[src/hw/rtl/ppaf_pkg.sv]
// Shared constants, types and the byte-to-prime map of the anagram filter.
package ppaf_pkg;

   localparam int MAX_WORD_DEF = 32;
   localparam int PROD_W       = 64;
   localparam int BYTE_W       = 8;

   localparam logic [BYTE_W-1:0] CR_CODE  = 8'h0D;
   localparam logic [PROD_W-1:0] PROD_ONE = 64'd1;

   typedef enum logic {
      ST_RUN,
      ST_EMIT
   } state_type;

   // Controller to datapath
   typedef struct packed {
      logic take;   // an input beat is accepted this cycle
      logic load;   // load the next stored byte into the result register
   } cmd_type;

   // Datapath to controller
   typedef struct packed {
      logic skip;     // current beat is the one after a carriage return
      logic is_cr;    // current input byte ends a line
      logic match;    // line is valid, not empty, and the product hits the target
      logic rd_last;  // read pointer sits on the final stored byte
   } status_type;

   // Map a byte to its prime; zero marks an unmapped byte.
   function automatic logic [BYTE_W-1:0] char_prime(input logic [BYTE_W-1:0] b);
      logic [BYTE_W-1:0] p;
      unique case (b)
         8'h20: p = 8'd139;
         8'h21: p = 8'd149;
         8'h27: p = 8'd151;
         8'h41, 8'h61: p = 8'd2;
         8'h42, 8'h62: p = 8'd3;
         8'h43, 8'h63: p = 8'd5;
         8'h44, 8'h64: p = 8'd7;
         8'h45, 8'h65: p = 8'd11;
         8'h46, 8'h66: p = 8'd13;
         8'h47, 8'h67: p = 8'd17;
         8'h48, 8'h68: p = 8'd19;
         8'h49, 8'h69: p = 8'd23;
         8'h4A, 8'h6A: p = 8'd29;
         8'h4B, 8'h6B: p = 8'd31;
         8'h4C, 8'h6C: p = 8'd37;
         8'h4D, 8'h6D: p = 8'd41;
         8'h4E, 8'h6E: p = 8'd43;
         8'h4F, 8'h6F: p = 8'd47;
         8'h50, 8'h70: p = 8'd53;
         8'h51, 8'h71: p = 8'd59;
         8'h52, 8'h72: p = 8'd61;
         8'h53, 8'h73: p = 8'd67;
         8'h54, 8'h74: p = 8'd71;
         8'h55, 8'h75: p = 8'd73;
         8'h56, 8'h76: p = 8'd79;
         8'h57, 8'h77: p = 8'd83;
         8'h58, 8'h78: p = 8'd89;
         8'h59, 8'h79: p = 8'd97;
         8'h5A, 8'h7A: p = 8'd101;
         8'hD0, 8'hF0: p = 8'd103;
         8'hD5, 8'hF5: p = 8'd107;
         8'hD6, 8'hF6: p = 8'd109;
         8'hC4, 8'hE4: p = 8'd113;
         8'hDC, 8'hFC: p = 8'd127;
         8'hDE, 8'hFE: p = 8'd131;
         8'hC9, 8'hE9: p = 8'd137;
         default: p = 8'd0;
      endcase
      return p;
   endfunction

endpackage

[src/hw/rtl/ppaf_dpath.sv]
// Datapath: running prime product, line buffer, target register and result register.
module ppaf_dpath
   import ppaf_pkg::*;
#(
   parameter int MAX_WORD = MAX_WORD_DEF
) (
   input  logic              clock,
   input  logic              reset,
   input  logic [BYTE_W-1:0] req_data_byte,
   input  logic              csr_wr_en,
   input  logic [PROD_W-1:0] csr_wr_data,
   input  cmd_type           cmd,
   output status_type        status,
   output logic [BYTE_W-1:0] rsp_word_byte,
   output logic              rsp_last_of_word
);

   localparam int LEN_W = $clog2(MAX_WORD + 1);
   localparam int IDX_W = $clog2(MAX_WORD);

   logic [PROD_W-1:0] target_ff;
   logic [PROD_W-1:0] product_ff, product_in;
   logic [LEN_W-1:0]  length_ff, length_in;
   logic              invalid_ff, invalid_in;
   logic              skip_ff, skip_in;
   logic [LEN_W-1:0]  emit_len_ff, emit_len_in;
   logic [LEN_W-1:0]  rd_cnt_ff, rd_cnt_in;
   logic [BYTE_W-1:0] byte_ff;
   logic              last_ff;

   logic [BYTE_W-1:0] word_mem [MAX_WORD];

   logic [BYTE_W-1:0]        prime;
   logic [PROD_W+BYTE_W-1:0] mul_full;
   logic                     is_cr;
   logic                     len_full;
   logic                     store_en;

   // Decode the incoming byte
   assign is_cr    = (req_data_byte == CR_CODE);
   assign prime    = char_prime(req_data_byte);
   assign mul_full = product_ff * prime;
   assign len_full = (length_ff == LEN_W'(MAX_WORD));
   assign store_en = cmd.take && !skip_ff && !is_cr && !len_full;

   assign status.skip    = skip_ff;
   assign status.is_cr   = is_cr;
   assign status.match   = !invalid_ff && (length_ff != '0) && (product_ff == target_ff);
   assign status.rd_last = (rd_cnt_ff == (emit_len_ff - LEN_W'(1)));

   // Line state update per accepted beat and read pointer advance
   always_comb begin
      product_in  = product_ff;
      length_in   = length_ff;
      invalid_in  = invalid_ff;
      skip_in     = skip_ff;
      emit_len_in = emit_len_ff;
      rd_cnt_in   = rd_cnt_ff;
      if (cmd.take) begin
         priority if (skip_ff) begin
            skip_in = 1'b0;
         end else if (is_cr) begin
            emit_len_in = length_ff;
            rd_cnt_in   = '0;
            product_in  = PROD_ONE;
            length_in   = '0;
            invalid_in  = 1'b0;
            skip_in     = 1'b1;
         end else begin
            if (len_full) begin
               invalid_in = 1'b1;
            end else begin
               length_in = length_ff + LEN_W'(1);
            end
            if (prime == '0) begin
               invalid_in = 1'b1;
            end else begin
               product_in = mul_full[PROD_W-1:0];
            end
         end
      end
      if (cmd.load) begin
         rd_cnt_in = rd_cnt_ff + LEN_W'(1);
      end
   end

   // Hold control state
   always_ff @(posedge clock) begin
      if (reset) begin
         target_ff   <= PROD_ONE;
         product_ff  <= PROD_ONE;
         length_ff   <= '0;
         invalid_ff  <= 1'b0;
         skip_ff     <= 1'b0;
         emit_len_ff <= '0;
         rd_cnt_ff   <= '0;
      end else begin
         if (csr_wr_en) begin
            target_ff <= csr_wr_data;
         end
         product_ff  <= product_in;
         length_ff   <= length_in;
         invalid_ff  <= invalid_in;
         skip_ff     <= skip_in;
         emit_len_ff <= emit_len_in;
         rd_cnt_ff   <= rd_cnt_in;
      end
   end

   // Store line bytes; read one into the result register per load
   always_ff @(posedge clock) begin
      if (store_en) begin
         word_mem[length_ff[IDX_W-1:0]] <= req_data_byte;
      end
      if (cmd.load) begin
         byte_ff <= word_mem[rd_cnt_ff[IDX_W-1:0]];
         last_ff <= status.rd_last;
      end
   end

   assign rsp_word_byte    = byte_ff;
   assign rsp_last_of_word = last_ff;

   a_len_bound: assert property (@(posedge clock) disable iff (reset)
      length_ff <= LEN_W'(MAX_WORD))
      else $error("line length beyond buffer depth");

   a_load_in_range: assert property (@(posedge clock) disable iff (reset)
      cmd.load |-> (rd_cnt_ff < emit_len_ff))
      else $error("read beyond stored word");

   a_cr_clears: assert property (@(posedge clock) disable iff (reset)
      (cmd.take && !skip_ff && is_cr) |=> (length_ff == '0) && skip_ff && !invalid_ff)
      else $error("line state not cleared after carriage return");

endmodule

[src/hw/rtl/ppaf_ctrl.sv]
// Controller: input/result handshakes and the word emission sequence.
module ppaf_ctrl
   import ppaf_pkg::*;
(
   input  logic       clock,
   input  logic       reset,
   input  logic       req_valid,
   output logic       req_ready,
   output logic       rsp_valid,
   input  logic       rsp_ready,
   input  status_type status,
   output cmd_type    cmd
);

   state_type state_ff, state_in;
   logic      rsp_valid_ff, rsp_valid_in;
   logic      slot_free;

   // Result register can take a new beat when empty or being drained
   assign slot_free = !rsp_valid_ff || rsp_ready;

   always_ff @(posedge clock) begin
      if (reset) begin
         state_ff     <= ST_RUN;
         rsp_valid_ff <= 1'b0;
      end else begin
         state_ff     <= state_in;
         rsp_valid_ff <= rsp_valid_in;
      end
   end

   // Next state and commands
   always_comb begin
      state_in     = state_ff;
      req_ready    = 1'b0;
      cmd.take     = 1'b0;
      cmd.load     = 1'b0;
      rsp_valid_in = rsp_valid_ff && !rsp_ready;
      unique case (state_ff)
         ST_RUN: begin
            req_ready = 1'b1;
            cmd.take  = req_valid;
            if (req_valid && !status.skip && status.is_cr && status.match) begin
               state_in = ST_EMIT;
            end
         end
         ST_EMIT: begin
            if (slot_free) begin
               cmd.load     = 1'b1;
               rsp_valid_in = 1'b1;
               if (status.rd_last) begin
                  state_in = ST_RUN;
               end
            end
         end
         default: begin
            state_in = ST_RUN;
         end
      endcase
   end

   assign rsp_valid = rsp_valid_ff;

   a_emit_on_match: assert property (@(posedge clock) disable iff (reset)
      (cmd.take && !status.skip && status.is_cr && status.match) |=> (state_ff == ST_EMIT))
      else $error("matching line did not start emission");

   a_no_take_while_emit: assert property (@(posedge clock) disable iff (reset)
      !(cmd.take && cmd.load))
      else $error("input taken during emission");

   a_load_fills: assert property (@(posedge clock) disable iff (reset)
      cmd.load |=> rsp_valid_ff)
      else $error("loaded beat not presented");

endmodule

[src/hw/rtl/prime_product_anagram_filter.sv]
// A matching word's carriage return moves the controller to the emit state, which loads its first beat.
// One input byte per cycle outside emission; input stalls while a word is emitted,
// one byte per load via the line buffer's single read port; loads wait on result back-pressure.
// Reset (synchronous, active high) clears the product to one, the target to one,
// the line length, the invalid and skip marks and the result valid; no clearing pass.
module prime_product_anagram_filter
   import ppaf_pkg::*;
#(
   parameter int MAX_WORD = MAX_WORD_DEF
) (
   input  logic              clock,
   input  logic              reset,
   input  logic              req_valid,
   output logic              req_ready,
   input  logic [BYTE_W-1:0] req_data_byte,
   output logic              rsp_valid,
   input  logic              rsp_ready,
   output logic [BYTE_W-1:0] rsp_word_byte,
   output logic              rsp_last_of_word,
   input  logic              csr_wr_en,
   input  logic [PROD_W-1:0] csr_wr_data
);

   cmd_type    cmd;
   status_type status;

   ppaf_ctrl u_ctrl (
      .clock     (clock),
      .reset     (reset),
      .req_valid (req_valid),
      .req_ready (req_ready),
      .rsp_valid (rsp_valid),
      .rsp_ready (rsp_ready),
      .status    (status),
      .cmd       (cmd)
   );

   ppaf_dpath #(
      .MAX_WORD (MAX_WORD)
   ) u_dpath (
      .clock            (clock),
      .reset            (reset),
      .req_data_byte    (req_data_byte),
      .csr_wr_en        (csr_wr_en),
      .csr_wr_data      (csr_wr_data),
      .cmd              (cmd),
      .status           (status),
      .rsp_word_byte    (rsp_word_byte),
      .rsp_last_of_word (rsp_last_of_word)
   );

endmodule

[config.mk]
export PLATFORM = sky130hd
export DESIGN_NAME = prime_product_anagram_filter
export DESIGN_NICKNAME = d
export VERILOG_FILES = /design/src/hw/rtl/ppaf_pkg.sv /design/src/hw/rtl/ppaf_dpath.sv /design/src/hw/rtl/ppaf_ctrl.sv /design/src/hw/rtl/prime_product_anagram_filter.sv
export SDC_FILE = /design/constraint.sdc
export NUM_CORES = 2
export LEC_CHECK = 0
export BUFFER_PORTS_ARGS = -buffer_cell sky130_fd_sc_hd__clkbuf_2
export CORE_ASPECT_RATIO = 1.1
export CORE_MARGIN = 2
export CORE_UTILIZATION = 35
export CTS_CLUSTER_DIAMETER = 100
export DETAILED_ROUTE_END_ITERATION = 10
export MAX_ROUTING_LAYER = met4
export SLEW_MARGIN = 20
export SYNTH_ARGS = -nofsm -noshare
export SYNTH_HDL_FRONTEND = slang
export SYNTH_SLANG_ARGS = --single-unit
[constraint.sdc]
create_clock -name clock -period 21 [get_ports clock]
set_input_delay 4.2 -clock clock [delete_from_list [all_inputs] [get_ports clock]]
set_output_delay 4.2 -clock clock [all_outputs]
set_load 0.01 [all_outputs]
==> results.tsv <==
stage	metric	value	unit
sta	setup TNS	0	ns
layout	area grow syn2layout	8.887	%
critical_path	R2R cell count	18	
sta	final hold violations	0	
clock_tree	clock sinks	415	
clock_tree	clock buffer depth	3	
grt	Congestion Overflow GR	0	
sta	worst clock skew	0.01899	ns
floorplanning	Die ar.	95380	um^2
drt	drt drc	0	
floorplanning	Starting Density	0.3521	
outcome	status	finished, final reports clean	
critical_path	worst r2r dst	u_dpath.product_ff[60]	
placement	dpl ws	9.045	ns
layout	Layout Nets	3490	
drt	antenna-violating nets left	0	
sta	Fmax	0.08754	GHz
sta	RSZ-0062 raised after global routing	false	
grt	pin count of the biggest net entering global routing	72	
clock_tree	post-CTS sizing	0	
clock_tree	Post-CTS Repair Setup Buffers	0	
layout	layout cell share with drive strength beyond 1	0.1012	
placement	IO Port Bufs	87	
logic_synthesis	number of synthesized flops with an enable pin	265	
clock_tree	latest clock arrival within the worst-skew pair	0.61	ns
sta	Final WS setup	9.577	ns
critical_path	Critical path origin	req_data_byte[0]	
pwr	worst vdd ir	53.49	uV
logic_synthesis	Syn. warnings	0	
clock_tree	# hold bufs at CTS	0	
drt	DR WL/cell	19.66	um
logic_synthesis	Async SR Flop Fraction	0	
grt	initial antenna violation count	1	
clock_tree	CTS tree	built	
sta	period utilisation layout	0.5439	
critical_path	Critical Path RT	21.49	ns
clock_tree	clk root buf	clkbuf_16	
critical_path	Largest stage delay, worst path	0.57	ns
pwr	Pwr Density	52.56	nW/um^2
critical_path	flop-to-flop setup slack	14.86	ns
floorplanning	row cnt	117	
sta	worst slew pin tran	1.160	ns
logic_synthesis	Seq/Total Area, Yosys	0.3370	
logic_synthesis	#FFs+latches synth	415	
grt	Total GRT Usage	0.1857	
floorplanning	number of I/O pins	88	
floorplanning	Core Footprint	92370	um^2
placement	detailed placement HPWL	60140	um
critical_path	Critical Path Slowest Stage Cell	a211oi_1	
drt	Pre-antenna DRT Iters	6	
critical_path	most frequent CP cell	fa_1	
critical_path	Worst EP arrival	11.91	ns
clock_tree	CTS clock-pin slew for the worst setup and hold paths	0.06	ns
critical_path	r2r startpoint	u_dpath.product_ff[3]	
logic_synthesis	synth unique cells	91	
logic_synthesis	ys flop type	edfxtp_1	
drt	DRT iter0 DRCs	1513	
critical_path	Critical Path End	u_dpath.product_ff[60]	
logic_synthesis	mean post-synth cell area	10.74	um^2
pwr	leakage power	14.61	nW
logic_synthesis	Synth Net Count	3538	
min_path	Tightest Hold Check Type	reg2reg	
critical_path	crit-path max FO	39	
sta	# setup viols final	0	
drt	DR vias/cell	5.119	
layout	filler instances	9026	
layout	commonest cells after routing, fill and taps aside	and2_1, fa_1, inv_1	
layout	post-layout instance area	35410	um^2
critical_path	Worst Path Class, Setup	in2reg	
sta	fin. max-slew vios	0	
drt	final wirelength	83820	um
placement	GP Congestion	0.9391	
sta	Hold Slack	0.4734	ns
placement	DP Area	33880	um^2
layout	Ant. Diodes	0	
clock_tree	CTS H-tree depth	2	
drt	detailed-route via count	21830	
logic_synthesis	post-synthesis cell count	3028	
grt	vias in the first global route	22860	
sta	Slew headroom	0.2255	
sta	crit path time final	11.42	ns
layout	commonest non-fill, non-tap cell in the layout	and2_1	
logic_synthesis	Cell Area, Synth	32520	um^2
clock_tree	Num CTS Buffers	44	
run	Max Cap Viol	0	
floorplanning	width of the die	294.6	um
critical_path	Crit. End Element	flip-flop	
grt	first-pass GRT wire length	133500	um
critical_path	CP startpoint kind	input port	
floorplanning	die height	323.7	um
-- area by class of cell --
class	instances	area, um^2	area share
multi-input combinational	2086	19530	0.5515
inverter	322	1209	0.03413
sequential	415	10970	0.3097
tap	1249	1563	0.04413
clock buffer	54	1170	0.03304
clock inverter	27	354.1	0.009999
timing repair buffer	111	620.6	0.01753
-- cell usage after synthesis, types with 11 or more instances --
library cell | count | share of area
a21o_1 | 27 | 0.0062
a21oi_1 | 148 | 0.023
a31oi_1 | 11 | 0.0021
and2_1 | 374 | 0.072
buf_1 | 17 | 0.0020
buf_2 | 32 | 0.0049
buf_4 | 11 | 0.0025
clkbuf_1 | 130 | 0.015
clkbuf_2 | 11 | 0.0017
dfxtp_1 | 150 | 0.092
edfxtp_1 | 265 | 0.24
fa_1 | 348 | 0.21
ha_1 | 85 | 0.033
inv_1 | 321 | 0.037
mux2i_1 | 70 | 0.022
mux4_2 | 80 | 0.055
nand2_1 | 207 | 0.024
nand3_1 | 69 | 0.011
nand4_1 | 27 | 0.0052
nor2_1 | 157 | 0.018
nor2b_1 | 67 | 0.013
nor3_1 | 19 | 0.0029
nor4_1 | 17 | 0.0033
o21ai_0 | 52 | 0.0080
o21ai_1 | 21 | 0.0032
o21bai_1 | 17 | 0.0039
xnor2_1 | 77 | 0.021
xor2_1 | 56 | 0.015
-- power by group --
part	switching (mW)	total, mW	internal, mW
Combinational	0.0947	0.139	0.0443
Sequential	0.0144	0.893	0.878
Clock	0.353	0.830	0.477
-- worst min path at each step --
stage / from / to / slack, ns / cells after the start
floorplan: u_dpath.emit_len_ff[5] / u_dpath.emit_len_ff[5] / 0.45 / 2
global placement: u_dpath.emit_len_ff[5] / u_dpath.emit_len_ff[5] / 0.46 / 2
detailed placement: u_dpath.emit_len_ff[5] / u_dpath.emit_len_ff[5] / 0.46 / 2
CTS: u_dpath.emit_len_ff[5] / u_dpath.emit_len_ff[5] / 0.47 / 2
global route: u_dpath.invalid_ff / u_dpath.invalid_ff / 0.50 / 2
finish: u_dpath.emit_len_ff[5] / u_dpath.emit_len_ff[5] / 0.47 / 2
-- layer usage --
| metal | wire, um | global-route usage | up-vias |
|---|---|---|---|
| li1 | - | - | 9955 |
| met1 | 36500 | 0.2452 | 11100 |
| met2 | 39780 | 0.2998 | 652 |
| met3 | 5368 | 0.02665 | 125 |
| met4 | 2169 | 0.05034 | 0 |
| met5 | 0 | - | - |
-- cell families (layout without fill, tap and decap cells) --
| group | count (synthesis) | after routing | share of synthesized area |
|---|---|---|---|
| XOR/XNOR | 136 | 136 | 0.03770 |
| AND/OR/NAND/NOR | 994 | 994 | 0.1626 |
| AO/OA/AOI/OAI | 363 | 363 | 0.07064 |
| adder cells (fa/ha/maj) | 433 | 433 | 0.2469 |
| multiplexers | 160 | 160 | 0.08041 |
| buffers and inverters | 527 | 514 | 0.06467 |
| flip-flops | 415 | 415 | 0.3370 |
-- worst max-delay path, delay by kind of cell --
family	cells	cell delay, ns
buffers and inverters	7	1.26
multiplexers	1	0.33
adder cells (fa/ha/maj)	6	2.70
AND/OR/NAND/NOR	2	0.78
AO/OA/AOI/OAI	10	2.61
-- per-stage QoR --
stage               utilization  total power, mW  cells
CTS                      0.3833            1.878   4264
global placement         0.3668            1.048   4183
floorplan                     -           0.9896   3028
detailed placement       0.3668            1.049   4183
global route             0.3834            1.925   4264
finish                   0.3834            1.861   4264
-- registers in the layout, summed over array words and instances (netlist names) --
signal and count:
u_dpath.length_ff 6, u_ctrl.state_ff 1, u_dpath.product_ff 64, u_ctrl.rsp_valid 1, u_dpath.rd_cnt_ff 6, u_dpath.skip_ff 1, u_dpath.rsp_last_of_word 1, u_dpath.invalid_ff 1
u_dpath.word_mem 256, u_dpath.rsp_word_byte 8, u_dpath.target_ff 64, u_dpath.emit_len_ff 6
Note: power is estimated with default switching activity, not from simulation.
